### src/sv/l2vn_pkg.sv
// Package for the L2 vector normalizer: field widths, multiplier operand
// widths and the shared operand type. No dependencies.

package l2vn_pkg;

    localparam int MAX_LENGTH_DEF = 64;

    // Element and result fields.
    localparam int ELEM_W = 16;
    localparam int OUT_W  = 16;

    // Sum of squares in units of 2^-24.
    localparam int SUM_W = 38;

    // Result magnitude search range, 0 to one in Q1.14.
    localparam int MAG_W = 15;
    localparam logic [MAG_W-1:0] ONE_Q14 = 15'd16384;

    // Shared multiplier: A holds a square of up to 30 bits, B holds up to
    // 19 bits (a slice of the sum or a narrow factor).
    localparam int MUL_A_W = 30;
    localparam int MUL_B_W = 19;
    localparam int MUL_P_W = MUL_A_W + MUL_B_W;

    // Square of an element magnitude (up to 2^30) and its scaling shift.
    localparam int SQ_W      = 31;
    localparam int ESQ_SHIFT = 30;

    // Width of the full product (t^2 * sum) used in the search compare.
    localparam int CMP_W = MUL_P_W + MUL_B_W;

    typedef struct packed {
        logic [MUL_A_W-1:0] a;
        logic [MUL_B_W-1:0] b;
    } mul_op_t;

endpackage

### src/sv/l2vn_stream_if.sv
// Stream interfaces for the L2 vector normalizer input and result channels.
// Depends on l2vn_pkg for the field widths.

interface l2vn_in_if;
    import l2vn_pkg::*;

    logic                     valid;
    logic                     ready;
    logic signed [ELEM_W-1:0] element;
    logic                     last;

    modport source (output valid, output element, output last, input ready);
    modport sink   (input valid, input element, input last, output ready);
endinterface

interface l2vn_out_if;
    import l2vn_pkg::*;

    logic                    valid;
    logic                    ready;
    logic signed [OUT_W-1:0] normalized;
    logic                    last_out;

    modport source (output valid, output normalized, output last_out, input ready);
    modport sink   (input valid, input normalized, input last_out, output ready);
endinterface

### src/sv/l2vn_mul.sv
// Shared unsigned multiplier with a registered product.
// Depends on l2vn_pkg for the operand type and widths.

module l2vn_mul (
    input  logic                         clk,
    input  l2vn_pkg::mul_op_t            op,
    output logic [l2vn_pkg::MUL_P_W-1:0] product
);
    import l2vn_pkg::*;

    logic [MUL_P_W-1:0] product_reg;

    always_ff @(posedge clk)
    begin
        product_reg <= MUL_P_W'(op.a) * MUL_P_W'(op.b);
    end

    assign product = product_reg;

endmodule

### src/sv/l2_vector_normalizer.sv
// Top level of the L2 vector normalizer: element buffer, sum of squares and
// the sequencer that drives the shared multiplier through a per-element search.
// Depends on l2vn_pkg, l2vn_stream_if and l2vn_mul.
//
//   Channel   Dir   Payload                       Transfer when
//   in_ch     in    element (s16 Q3.12), last     in_ch.valid && in_ch.ready
//   out_ch    out   normalized (s16 Q1.14),       out_ch.valid && out_ch.ready
//                   last_out
//
// Loading passes each element through two states: S_LOAD takes the transfer
// and squares the element, S_ACC adds the square to the running sum.
// After the last element each stored element goes through a buffer read,
// the element square, then a binary search over the result magnitude with
// S_SQ, S_P0, S_P1 and S_CMP per step (14 or 15 steps), all on the one multiplier.
// For an all-zero vector each element goes from S_ESQ straight to S_OUT.
// Reset clears the sum, the count and the sequencer; the buffer needs no clear.
// A stalled result is held in the output register while the next one is worked out.

module l2_vector_normalizer #(
    parameter int MAX_LENGTH = l2vn_pkg::MAX_LENGTH_DEF
) (
    input logic        clk,
    input logic        rst_n,
    l2vn_in_if.sink    in_ch,
    l2vn_out_if.source out_ch
);
    import l2vn_pkg::*;

    localparam int CNT_W = $clog2(MAX_LENGTH + 1);
    localparam int IDX_W = (MAX_LENGTH > 1) ? $clog2(MAX_LENGTH) : 1;

    // Sequencer states.
    localparam logic [3:0] S_LOAD = 4'd0;
    localparam logic [3:0] S_ACC  = 4'd1;
    localparam logic [3:0] S_RD   = 4'd2;
    localparam logic [3:0] S_ESQ  = 4'd3;
    localparam logic [3:0] S_INIT = 4'd4;
    localparam logic [3:0] S_SQ   = 4'd5;
    localparam logic [3:0] S_P0   = 4'd6;
    localparam logic [3:0] S_P1   = 4'd7;
    localparam logic [3:0] S_CMP  = 4'd8;
    localparam logic [3:0] S_OUT  = 4'd9;

    logic [3:0]         state_reg, state_next;
    logic [CNT_W-1:0]   count_reg, count_next;
    logic [SUM_W-1:0]   sum_reg, sum_next;
    logic [IDX_W-1:0]   idx_reg, idx_next;
    logic               stored_reg, stored_next;
    logic               last_reg, last_next;
    logic               out_valid_reg, out_valid_next;

    logic [MAG_W-1:0]   lo_reg, lo_next;
    logic [MAG_W-1:0]   hi_reg, hi_next;
    logic [MAG_W-1:0]   mid_reg, mid_next;
    logic [SQ_W-1:0]    esq_reg, esq_next;
    logic [MUL_A_W-1:0] t2_reg, t2_next;
    logic [MUL_P_W-1:0] p0_reg, p0_next;
    logic [ELEM_W-1:0]  res_reg, res_next;
    logic [OUT_W-1:0]   out_norm_reg, out_norm_next;
    logic               out_last_reg, out_last_next;

    logic [ELEM_W-1:0]  element_store_reg [MAX_LENGTH];
    logic [ELEM_W-1:0]  rd_data_reg;

    mul_op_t            mul_op;
    logic [MUL_P_W-1:0] product;

    logic               in_fire;
    logic               has_room;
    logic [ELEM_W-1:0]  in_mag;
    logic [ELEM_W-1:0]  rd_mag;
    logic [MAG_W:0]     mid_sum;
    logic [MAG_W-1:0]   mid_calc;
    logic [MAG_W:0]     t_wide;
    logic [MAG_W-1:0]   t_calc;
    logic [CMP_W-1:0]   prod_full;
    logic [CMP_W-1:0]   esq_scaled;
    logic               reaches;
    logic               can_load;
    logic               is_final;

    l2vn_mul u_mul (
        .clk     (clk),
        .op      (mul_op),
        .product (product)
    );

    assign in_ch.ready = (state_reg == S_LOAD);
    assign in_fire     = in_ch.valid && in_ch.ready;
    assign has_room    = (count_reg < CNT_W'(MAX_LENGTH));

    assign in_mag = in_ch.element[ELEM_W-1] ? (ELEM_W'(0) - $unsigned(in_ch.element))
                                            : $unsigned(in_ch.element);
    assign rd_mag = rd_data_reg[ELEM_W-1] ? (ELEM_W'(0) - rd_data_reg) : rd_data_reg;

    // Search midpoint and the odd factor t = 2*mid - 1 for the bound k - 1/2.
    assign mid_sum  = {1'b0, lo_reg} + {1'b0, hi_reg} + (MAG_W + 1)'(1);
    assign mid_calc = mid_sum[MAG_W:1];
    assign t_wide   = {mid_calc, 1'b0} - (MAG_W + 1)'(1);
    assign t_calc   = t_wide[MAG_W-1:0];

    // In the compare state the multiplier holds t^2 times the upper sum slice.
    assign prod_full  = {product, {MUL_B_W{1'b0}}} + CMP_W'(p0_reg);
    assign esq_scaled = CMP_W'({esq_reg, {ESQ_SHIFT{1'b0}}});
    assign reaches    = (esq_scaled >= prod_full);

    assign can_load = !out_valid_reg || out_ch.ready;
    assign is_final = ((CNT_W'(idx_reg) + CNT_W'(1)) == count_reg);

    // Operand selection for the shared multiplier.
    always_comb
    begin
        mul_op.a = MUL_A_W'(in_mag);
        mul_op.b = MUL_B_W'(in_mag);
        case (state_reg)
            S_ESQ:
            begin
                mul_op.a = MUL_A_W'(rd_mag);
                mul_op.b = MUL_B_W'(rd_mag);
            end
            S_SQ:
            begin
                mul_op.a = MUL_A_W'(t_calc);
                mul_op.b = MUL_B_W'(t_calc);
            end
            S_P0:
            begin
                mul_op.a = product[MUL_A_W-1:0];
                mul_op.b = sum_reg[MUL_B_W-1:0];
            end
            S_P1:
            begin
                mul_op.a = t2_reg;
                mul_op.b = MUL_B_W'(sum_reg[SUM_W-1:MUL_B_W]);
            end
            default:
            begin
                mul_op.a = MUL_A_W'(in_mag);
                mul_op.b = MUL_B_W'(in_mag);
            end
        endcase
    end

    always_comb
    begin
        state_next     = state_reg;
        count_next     = count_reg;
        sum_next       = sum_reg;
        idx_next       = idx_reg;
        stored_next    = stored_reg;
        last_next      = last_reg;
        lo_next        = lo_reg;
        hi_next        = hi_reg;
        mid_next       = mid_reg;
        esq_next       = esq_reg;
        t2_next        = t2_reg;
        p0_next        = p0_reg;
        res_next       = res_reg;
        out_valid_next = out_valid_reg && !out_ch.ready;
        out_norm_next  = out_norm_reg;
        out_last_next  = out_last_reg;

        case (state_reg)
            S_LOAD:
            begin
                if (in_fire)
                begin
                    // Elements past the buffer depth are dropped, but their
                    // last mark still ends the vector.
                    stored_next = has_room;
                    last_next   = in_ch.last;
                    if (has_room)
                    begin
                        count_next = count_reg + CNT_W'(1);
                    end
                    state_next = S_ACC;
                end
            end
            S_ACC:
            begin
                if (stored_reg)
                begin
                    sum_next = sum_reg + SUM_W'(product);
                end
                idx_next   = '0;
                state_next = last_reg ? S_RD : S_LOAD;
            end
            S_RD:
            begin
                state_next = S_ESQ;
            end
            S_ESQ:
            begin
                if (sum_reg == '0)
                begin
                    // All-zero vector: elements pass through unchanged.
                    res_next   = rd_data_reg;
                    state_next = S_OUT;
                end
                else
                begin
                    state_next = S_INIT;
                end
            end
            S_INIT:
            begin
                esq_next   = product[SQ_W-1:0];
                lo_next    = '0;
                hi_next    = ONE_Q14;
                state_next = S_SQ;
            end
            S_SQ:
            begin
                if (lo_reg == hi_reg)
                begin
                    res_next = rd_data_reg[ELEM_W-1] ? (ELEM_W'(0) - ELEM_W'(lo_reg))
                                                     : ELEM_W'(lo_reg);
                    state_next = S_OUT;
                end
                else
                begin
                    mid_next   = mid_calc;
                    state_next = S_P0;
                end
            end
            S_P0:
            begin
                t2_next    = product[MUL_A_W-1:0];
                state_next = S_P1;
            end
            S_P1:
            begin
                p0_next    = product;
                state_next = S_CMP;
            end
            S_CMP:
            begin
                if (reaches)
                begin
                    lo_next = mid_reg;
                end
                else
                begin
                    hi_next = mid_reg - MAG_W'(1);
                end
                state_next = S_SQ;
            end
            S_OUT:
            begin
                if (can_load)
                begin
                    out_valid_next = 1'b1;
                    out_norm_next  = res_reg;
                    out_last_next  = is_final;
                    if (is_final)
                    begin
                        sum_next   = '0;
                        count_next = '0;
                        idx_next   = '0;
                        state_next = S_LOAD;
                    end
                    else
                    begin
                        idx_next   = idx_reg + IDX_W'(1);
                        state_next = S_RD;
                    end
                end
            end
            default:
            begin
                state_next = S_LOAD;
            end
        endcase
    end

    always_ff @(posedge clk or negedge rst_n)
    begin
        if (!rst_n)
        begin
            state_reg     <= S_LOAD;
            count_reg     <= '0;
            sum_reg       <= '0;
            idx_reg       <= '0;
            stored_reg    <= 1'b0;
            last_reg      <= 1'b0;
            out_valid_reg <= 1'b0;
        end
        else
        begin
            state_reg     <= state_next;
            count_reg     <= count_next;
            sum_reg       <= sum_next;
            idx_reg       <= idx_next;
            stored_reg    <= stored_next;
            last_reg      <= last_next;
            out_valid_reg <= out_valid_next;
        end
    end

    always_ff @(posedge clk)
    begin
        lo_reg       <= lo_next;
        hi_reg       <= hi_next;
        mid_reg      <= mid_next;
        esq_reg      <= esq_next;
        t2_reg       <= t2_next;
        p0_reg       <= p0_next;
        res_reg      <= res_next;
        out_norm_reg <= out_norm_next;
        out_last_reg <= out_last_next;
    end

    // Element buffer: one write port for loading, one registered read port.
    always_ff @(posedge clk)
    begin
        if (in_fire && has_room)
        begin
            element_store_reg[count_reg[IDX_W-1:0]] <= $unsigned(in_ch.element);
        end
        if (state_reg == S_RD)
        begin
            rd_data_reg <= element_store_reg[idx_reg];
        end
    end

    assign out_ch.valid      = out_valid_reg;
    assign out_ch.normalized = $signed(out_norm_reg);
    assign out_ch.last_out   = out_last_reg;

endmodule
### src/flat_wrapper.sv
// flat-port wrapper written by rule: the top's interface ports become plain ports
module l2_vector_normalizer_flat import l2vn_pkg::*;
#(
    parameter int MAX_LENGTH = l2vn_pkg::MAX_LENGTH_DEF
)
  (clk, rst_n, in_ch_valid, in_ch_element, in_ch_last, in_ch_ready, out_ch_valid, out_ch_normalized, out_ch_last_out, out_ch_ready);
  l2vn_in_if in_ch_i ();
  l2vn_out_if out_ch_i ();
  input logic clk;
  input logic rst_n;
  input wire logic [$bits(in_ch_i.valid)-1:0] in_ch_valid;
  input wire logic [$bits(in_ch_i.element)-1:0] in_ch_element;
  input wire logic [$bits(in_ch_i.last)-1:0] in_ch_last;
  output wire logic [$bits(in_ch_i.ready)-1:0] in_ch_ready;
  output wire logic [$bits(out_ch_i.valid)-1:0] out_ch_valid;
  output wire logic [$bits(out_ch_i.normalized)-1:0] out_ch_normalized;
  output wire logic [$bits(out_ch_i.last_out)-1:0] out_ch_last_out;
  input wire logic [$bits(out_ch_i.ready)-1:0] out_ch_ready;
  assign in_ch_i.valid = in_ch_valid;
  assign in_ch_i.element = in_ch_element;
  assign in_ch_i.last = in_ch_last;
  assign in_ch_ready = in_ch_i.ready;
  assign out_ch_valid = out_ch_i.valid;
  assign out_ch_normalized = out_ch_i.normalized;
  assign out_ch_last_out = out_ch_i.last_out;
  assign out_ch_i.ready = out_ch_ready;
  l2_vector_normalizer #(.MAX_LENGTH(MAX_LENGTH)) u_core (.clk(clk), .rst_n(rst_n), .in_ch(in_ch_i), .out_ch(out_ch_i));
endmodule
### config.mk
export PLATFORM = sky130hd
export DESIGN_NAME = l2_vector_normalizer_flat
export DESIGN_NICKNAME = d
export VERILOG_FILES = /design/src/sv/l2vn_pkg.sv /design/src/sv/l2vn_stream_if.sv /design/src/sv/l2vn_mul.sv /design/src/sv/l2_vector_normalizer.sv /design/src/flat_wrapper.sv
export SDC_FILE = /design/constraint.sdc
export NUM_CORES = 2
export LEC_CHECK = 0
export ABC_AREA = 0
export BUFFER_PORTS_ARGS = -buffer_cell sky130_fd_sc_hd__buf_2
export CORE_MARGIN = 2
export CORE_UTILIZATION = 55
export DETAILED_ROUTE_END_ITERATION = 12
export HOLD_SLACK_MARGIN = 0.1
export PLACE_DENSITY_LB_ADDON = 0.3
export SETUP_SLACK_MARGIN = 0.3
export SLEW_MARGIN = 20
export SYNTH_ARGS = -nofsm -noshare
export SYNTH_HDL_FRONTEND = slang
export SYNTH_SLANG_ARGS = --single-unit
### constraint.sdc
create_clock -name clk -period 9.92 [get_ports clk]
set_input_delay 2.48 -clock clk [delete_from_list [all_inputs] [get_ports clk]]
set_output_delay 2.48 -clock clk [all_outputs]
set_load 0.02 [all_outputs]
=== Yosys cells after proc, flatten, opt, wreduce, memory -nomap -nowiden ===
Memory sizes are Yosys's and may differ from the RTL's. A register that Yosys moved wholly into a read port is not among the register bits.
Cells that the tools add are included.

* Bits in registers: 295
* RAM bits: 1024
* Bits of input ports: 21
* Output and inout port bits: 19
* Logic and storage cells: 111
* Memories: 1

{| class="wikitable"
|+ Memories
! memory !! words !! width !! read ports !! clocked after memory_dff !! write ports !! RTL line !! source
|-
| u_core.element_store_reg || 64 || 16 || 1 || 1 || 1 || l2_vector_normalizer.sv:62 || <nowiki>logic [ELEM_W-1:0] element_store_reg [MAX_LENGTH];</nowiki>
|}

* $add $sub $neg: 12
* Multipliers: 1
* $lt $le $gt $ge: 2
* Eq/ne operators: 20
* Mux-type cells: 34
* Bitwise gates (word level): 1
* Reductions and logical operators: 23

{| class="wikitable"
|+ Operators with widths
! kind !! number
|-
| $pmux 49 s4 || 1
|-
| $mux 38 || 3
|-
| $mux 16 || 5
|-
| $pmux 38 s2 || 1
|-
| $add 68x49->68 || 1
|-
| $ge 61x68->1 || 1
|-
| $pmux 15 s2 || 2
|-
| $mul 30x19->49 || 1
|-
| $add 38x38->38 || 1
|-
| $logic_not 38->1 || 1
|-
| $pmux 4 s9 || 1
|-
| $pmux 16 s2 || 1
|-
| $sub 1x16->16 const A || 2
|-
| $mux 15 || 2
|-
| $sub 15x1->15 const B || 2
|-
| $mux 7 || 4
|-
| $add 15x15->16 || 1
|-
| $add 16x1->16 const B || 1
|-
| $eq 4x3->1 const B || 4
|-
| $mux 4 || 4
|-
| $sub 1x15->16 const A || 1
|-
| $eq 15x15->1 || 1
|-
| $pmux 7 s2 || 1
|-
| $reduce_and 2->1 || 7
|-
| other kinds (24) || 44
|}

=== Depth between registers and ports, before layout ===
* Word-level depth: 5
* Gate-level depth with buffers: 38
* Gate-level depth less buffers: 36

=== Hierarchy ===
A second synthesis with hierarchy kept.

* Cells, all modules: 5397
* Area, all modules: 75407.3 um2

{| class="wikitable"
|+ Modules (own cells, without submodules)
! module !! times used !! cells each !! area each (um2) !! sequential area each (um2)
|-
| l2_vector_normalizer || 1 || 3229 || 56106.3 || 38326.8
|-
| l2vn_mul || 1 || 2168 || 19301.0 || 980.9
|}

=== Worst setup path before layout ===
Ideal clock, no wire load.

* Path kind: input to register
* Start point: input port in_ch_element[0]
* End point: register u_core.u_mul.product_reg[48], in the netlist u_core.u_mul.product[48]
* Setup time: 72 ps
* Arrival: 10397 ps
* Required time: 9848 ps
* Slack: -550 ps
* Stages on the path: 34
* Buffers on the path: 2
* Cells stage by stage: inv_1 ha_1 or3b_2 o31ai_2 nand2_1 or3_1 or2_2 o21ai_0 xnor2_1 nor2_1 a21oi_2 buf_2 nand2_1 fa_1 inv_1 fa_1 inv_1 fa_1 inv_1 fa_1 fa_1 inv_1 fa_1 inv_1 ha_1 clkbuf_1 nand4_1 o31ai_1 a21oi_1 nor3_1 o21ai_0 o21a_1 o41ai_1 xnor2_1

* Longest elaborated chain between the ends: 4

{| class="wikitable"
|+ Ends and longest elaborated chain
! item !! RTL line !! source
|-
| start: declaration || flat_wrapper.sv:12 || <nowiki>input wire logic [$bits(in_ch_i.element)-1:0] in_ch_element;</nowiki>
|-
| $sub 1x16->16 || l2_vector_normalizer.sv:92 || <nowiki>assign in_mag = in_ch.element[ELEM_W-1] ? (ELEM_W'(0) - $unsigned(in_ch.element))</nowiki>
|-
| $mux 16 * || l2_vector_normalizer.sv:92 ||
|-
| $pmux 49 s4 * || l2_vector_normalizer.sv:115 || <nowiki>case (state_reg)</nowiki>
|-
| $mul 30x19->49 * || l2vn_mul.sv:15 || <nowiki>product_reg <= MUL_P_W'(op.a) * MUL_P_W'(op.b);</nowiki>
|-
| end signal: assignment || l2vn_mul.sv:15 ||
|-
| end: declaration || l2vn_mul.sv:11 || <nowiki>logic [MUL_P_W-1:0] product_reg;</nowiki>
|}

Every way passes the cells marked *; elsewhere a longest branch is shown, timed or not.
A chain may end at the register's enable or synchronous reset.

=== Worst setup path in the final report ===
* Start point: input port in_ch_element[0]
* End point: register u_core.u_mul.product_reg[35], in the netlist u_core.u_mul.product[35]

Same word-level chain as after synthesis.

==> summary.txt <==
Run status
  • Status: completed

STA
  • Setup TNS: 0 ns
  • Fin crit share: 0.9808
  • Fin crit period: between 9 and 10 ns
  • Max_slew headroom: 0.1821
  • RSZ-0062 raised after global routing: yes
  • Worst hold slack: about 0.4 ns
  • Fmax: 0.1028 GHz
  • Setup-failing EPs final: 0
  • Worst clock skew: approximately 0.09 ns
  • Final worst slack: approximately 0.19 ns
  • Final Hold Fails: 0
  • Slew Limit Fails: 0
  • Least-Margin Pin Slew: around 1.2 ns

Routing
  • Residual DRC count: 0
  • WL per Instance: roughly 28 um
  • Post-route antenna net violation count: 0
  • Routed WL: approximately 220 mm
  • Via density per instance: between 6 and 7
  • DRT Pass-1 Iters: 10
  • Iteration-0 DRC Markers: between 5,000 and 6,000
  • Vias after detailed routing: 47,943

Critical path
  • Reg2reg end: u_core.u_mul.product[35]
  • Setup crit start kind: input port
  • Critical Path AT: a little over 10 ns
  • Crit-path most repeated cell: fa_1
  • Max incr delay on CP: between 0.5 and 0.6 ns
  • Required time of the critical path: between 10 and 15 ns
  • Crit path max-delay cell type: fa_1
  • WS Path Type: in2reg
  • Crit path buffers/inverters: 8
  • FF-to-FF setup slack: approximately 0.50 ns
  • Crit end category: register
  • Critical Path Fanout Max: 6
  • Reg2Reg Depth: 32
  • Reg-to-Reg Start: u_core.lo_reg[2]
  • Top cell family by delay on the critical path: adder cells

Clock tree
  • # H-tree levels: 4
  • TritonCTS clock tree: yes
  • Clock root cell: clkbuf_16
  • Clk_lat worst skew: 0.79 ns
  • Post-cts hold buffer count: 0
  • Worst-path clk slew: around 0.06 ns
  • TritonCTS Sinks: between 1,000 and 1,500
  • CTS max path bufs: 3
  • CTS buffer count: around 140

Floorplan
  • DIE WIDTH: 372.7 um
  • Initial Utilization: 0.5533
  • Core box area: 0.1351 sq mm
  • Die Area: 0.1389 sq mm
  • Row cnt: 135
  • Die Ht: 372.7 um
  • # IOs: 40

Yosys
  • Mapped Cells: between 5,000 and 6,000
  • Synth Cell Area: approximately 0.075 sq mm
  • Yosys cell types: 91
  • Post-synth top flop: edfxtp_1
  • Yosys warning count: 0
  • EDFF count, synth: between 1,000 and 1,500
  • Mux share of post-synthesis cell area: 0.1024
  • Largest family of logic cells by synthesized area: adder cells
  • Synthesis-stage register bit count: 1,335
  • Post-synthesis area per instance: ~14 sq um
  • Seq/Total Area, Yosys: 0.5257
  • Simple-Gate Fraction of Synth Area: 0.07792
  • Syn Nets: roughly 6,000
  • Post-Synth XOR/XNOR Area: 0.02154
  • Compound-gate portion of the synthesized area: 0.05737
  • Share of flip-flops with an asynchronous set or reset: 0.04345
  • Synthesized-area fraction occupied by adder cells: 0.1705

Min path
  • Hold path start: u_core.res_reg[9]
  • Hold endpoint: u_core.out_ch.normalized[9]
  • Hold Path Cell Cnt: 0
  • Worst min path class: reg2reg

Place
  • Pre-CTS WS: -0.8344 ns
  • Hpwl dp: ~150 mm
  • # port buffers: 39
  • Area after DPL: between 0.08 and 0.09 sq mm
  • GPL Wtd Cong: between 0.9 and 1

Layout
  • Area grow syn2layout: 14.06%
  • Most common cell after layout, fill and taps aside: edfxtp_1
  • Nets: 6,562
  • Most frequent cells in the layout: edfxtp_1, inv_1, nand2_1, fa_1, buf_4
  • Largest register FFs: between 1,000 and 1,500
  • Filler cell count in the final layout: a little under 10,000
  • FF/Latch Area: roughly 0.04 sq mm
  • Area of the multi-input gates: about 0.033 sq mm
  • Layout cells sized above 1: 0.2037
  • Design Area, Final: 0.08528 sq mm

Global routing
  • First-pass GRT wire length: approximately 320 mm
  • Total grt overflow: 0
  • Largest net degree at the start of global routing: between 100 and 150
  • Initial antenna violation count: 9
  • GRT Total Usage: 0.3124
  • Vias in the first global route: a little under 50,000

Job
  • Max Cap Viol: 0
[stage by stage]
| step | std cells | util |
|---|---|---|
| floorplan | 5400 | - |
| global placement | 7430 | 0.5937 |
| detailed placement | 7430 | 0.5937 |
| CTS | 7680 | 0.6273 |
| global route | 7694 | 0.6311 |
| finish | 7695 | 0.6311 |
[synthesized netlist by cell type, drive strengths merged (16+ instances only)]
master     n  area, sq um
nor2b     29        196.4
nor3      51        260.3
ha       254         3178
nor2     310         1166
o21bai    22        165.2
dfrtp     58         1451
buf       63        292.8
fa       478         9569
o21a      19        142.6
edfxtp  1228        36880
a211oi    23        172.7
nand2b    28        175.2
mux4     336         7567
or3       23        143.9
xnor2     93        814.5
nand4     32        200.2
and3      46        287.8
nor4      25        168.9
a21oi    158        809.5
a22o      23        201.4
dfxtp     49        980.9
or2       16        100.1
clkbuf   166        623.1
and2      57        359.1
nand2    594         2242
a22oi     29        217.7
o21ai    149        749.5
nand3     43        215.2
inv      643         2414
xor2      90        795.8
o31ai     39        321.6
a21o      60        450.4
[cell families after synthesis]
logic type               Yosys count
adder cells (fa/ha/maj)          732
AND/OR/NAND/NOR                 1289
flip-flops                      1335
AO/OA/AOI/OAI                    644
buffers and inverters            872
multiplexers                     345
XOR/XNOR                         183
[repair_timing]
| item | CTS | global route |
|---|---|---|
| endpoints found under the setup margin | 21 | 24 |
| setup buffers | 9 | 12 |
| cloned | 0 | 1 |
| resized for setup | 25 | 95 |
| endpoints found under the hold margin | 0 | 0 |
| pin swaps | 14 | 51 |
[how the worst max path moves through the flow]
| stage | start | to | slack (ns) | depth (start not counted) |
|---|---|---|---|---|
| 2_1_floorplan | in_ch_element[1] | u_core.u_mul.product[48] | 0.21 | 35 |
| 3_3_place_gp | in_ch_element[1] | u_core.u_mul.product[46] | -0.80 | 36 |
| 3_5_place_dp | in_ch_element[1] | u_core.u_mul.product[42] | -0.83 | 36 |
| 4_1_cts | in_ch_element[4] | u_core.u_mul.product[42] | 0.26 | 35 |
| 5_1_grt | in_ch_element[0] | u_core.u_mul.product[45] | -0.05 | 33 |
| 6_report | in_ch_element[0] | u_core.u_mul.product[35] | 0.19 | 34 |
[area by class of cell]
type | count | area share
Clock inverter | 77 | 0.009434
Antenna cell | 2 | 0.00005869
Tap cell | 1781 | 0.02613
Multi-Input combinational cell | 3193 | 0.3857
Inverter | 643 | 0.02851
Timing Repair Buffer | 500 | 0.04748
Sequential cell | 1335 | 0.4611
Clock buffer | 164 | 0.04162
[worst register-to-register path: cells and delay by family, from the launching register on]
| kind | cells | cell delay [ns] |
|---|---|---|
| AOI/OAI and AO/OA | 12 | 3.78 |
| and+or+nand+nor | 4 | 0.46 |
| adders and majority gates | 8 | 3.64 |
| buffers and inverters | 6 | 0.59 |
| DFF | 1 | 0.45 |
| xor gates and xnor gates | 2 | 0.41 |
[metal layers]
metal  vias to the layer above  global-route usage  routed length (um)
met4                         8              0.1779               14030
met2                      2666              0.5113              104800
li1                      20153                   -                   -
met1                     24492              0.3937               77840
met3                       624             0.05885               19110
met5                         -                   0                  50
Power is left out: the tool's default activity adds up to more than one toggle a clock period on the data nets, which glitch-free logic cannot reach.
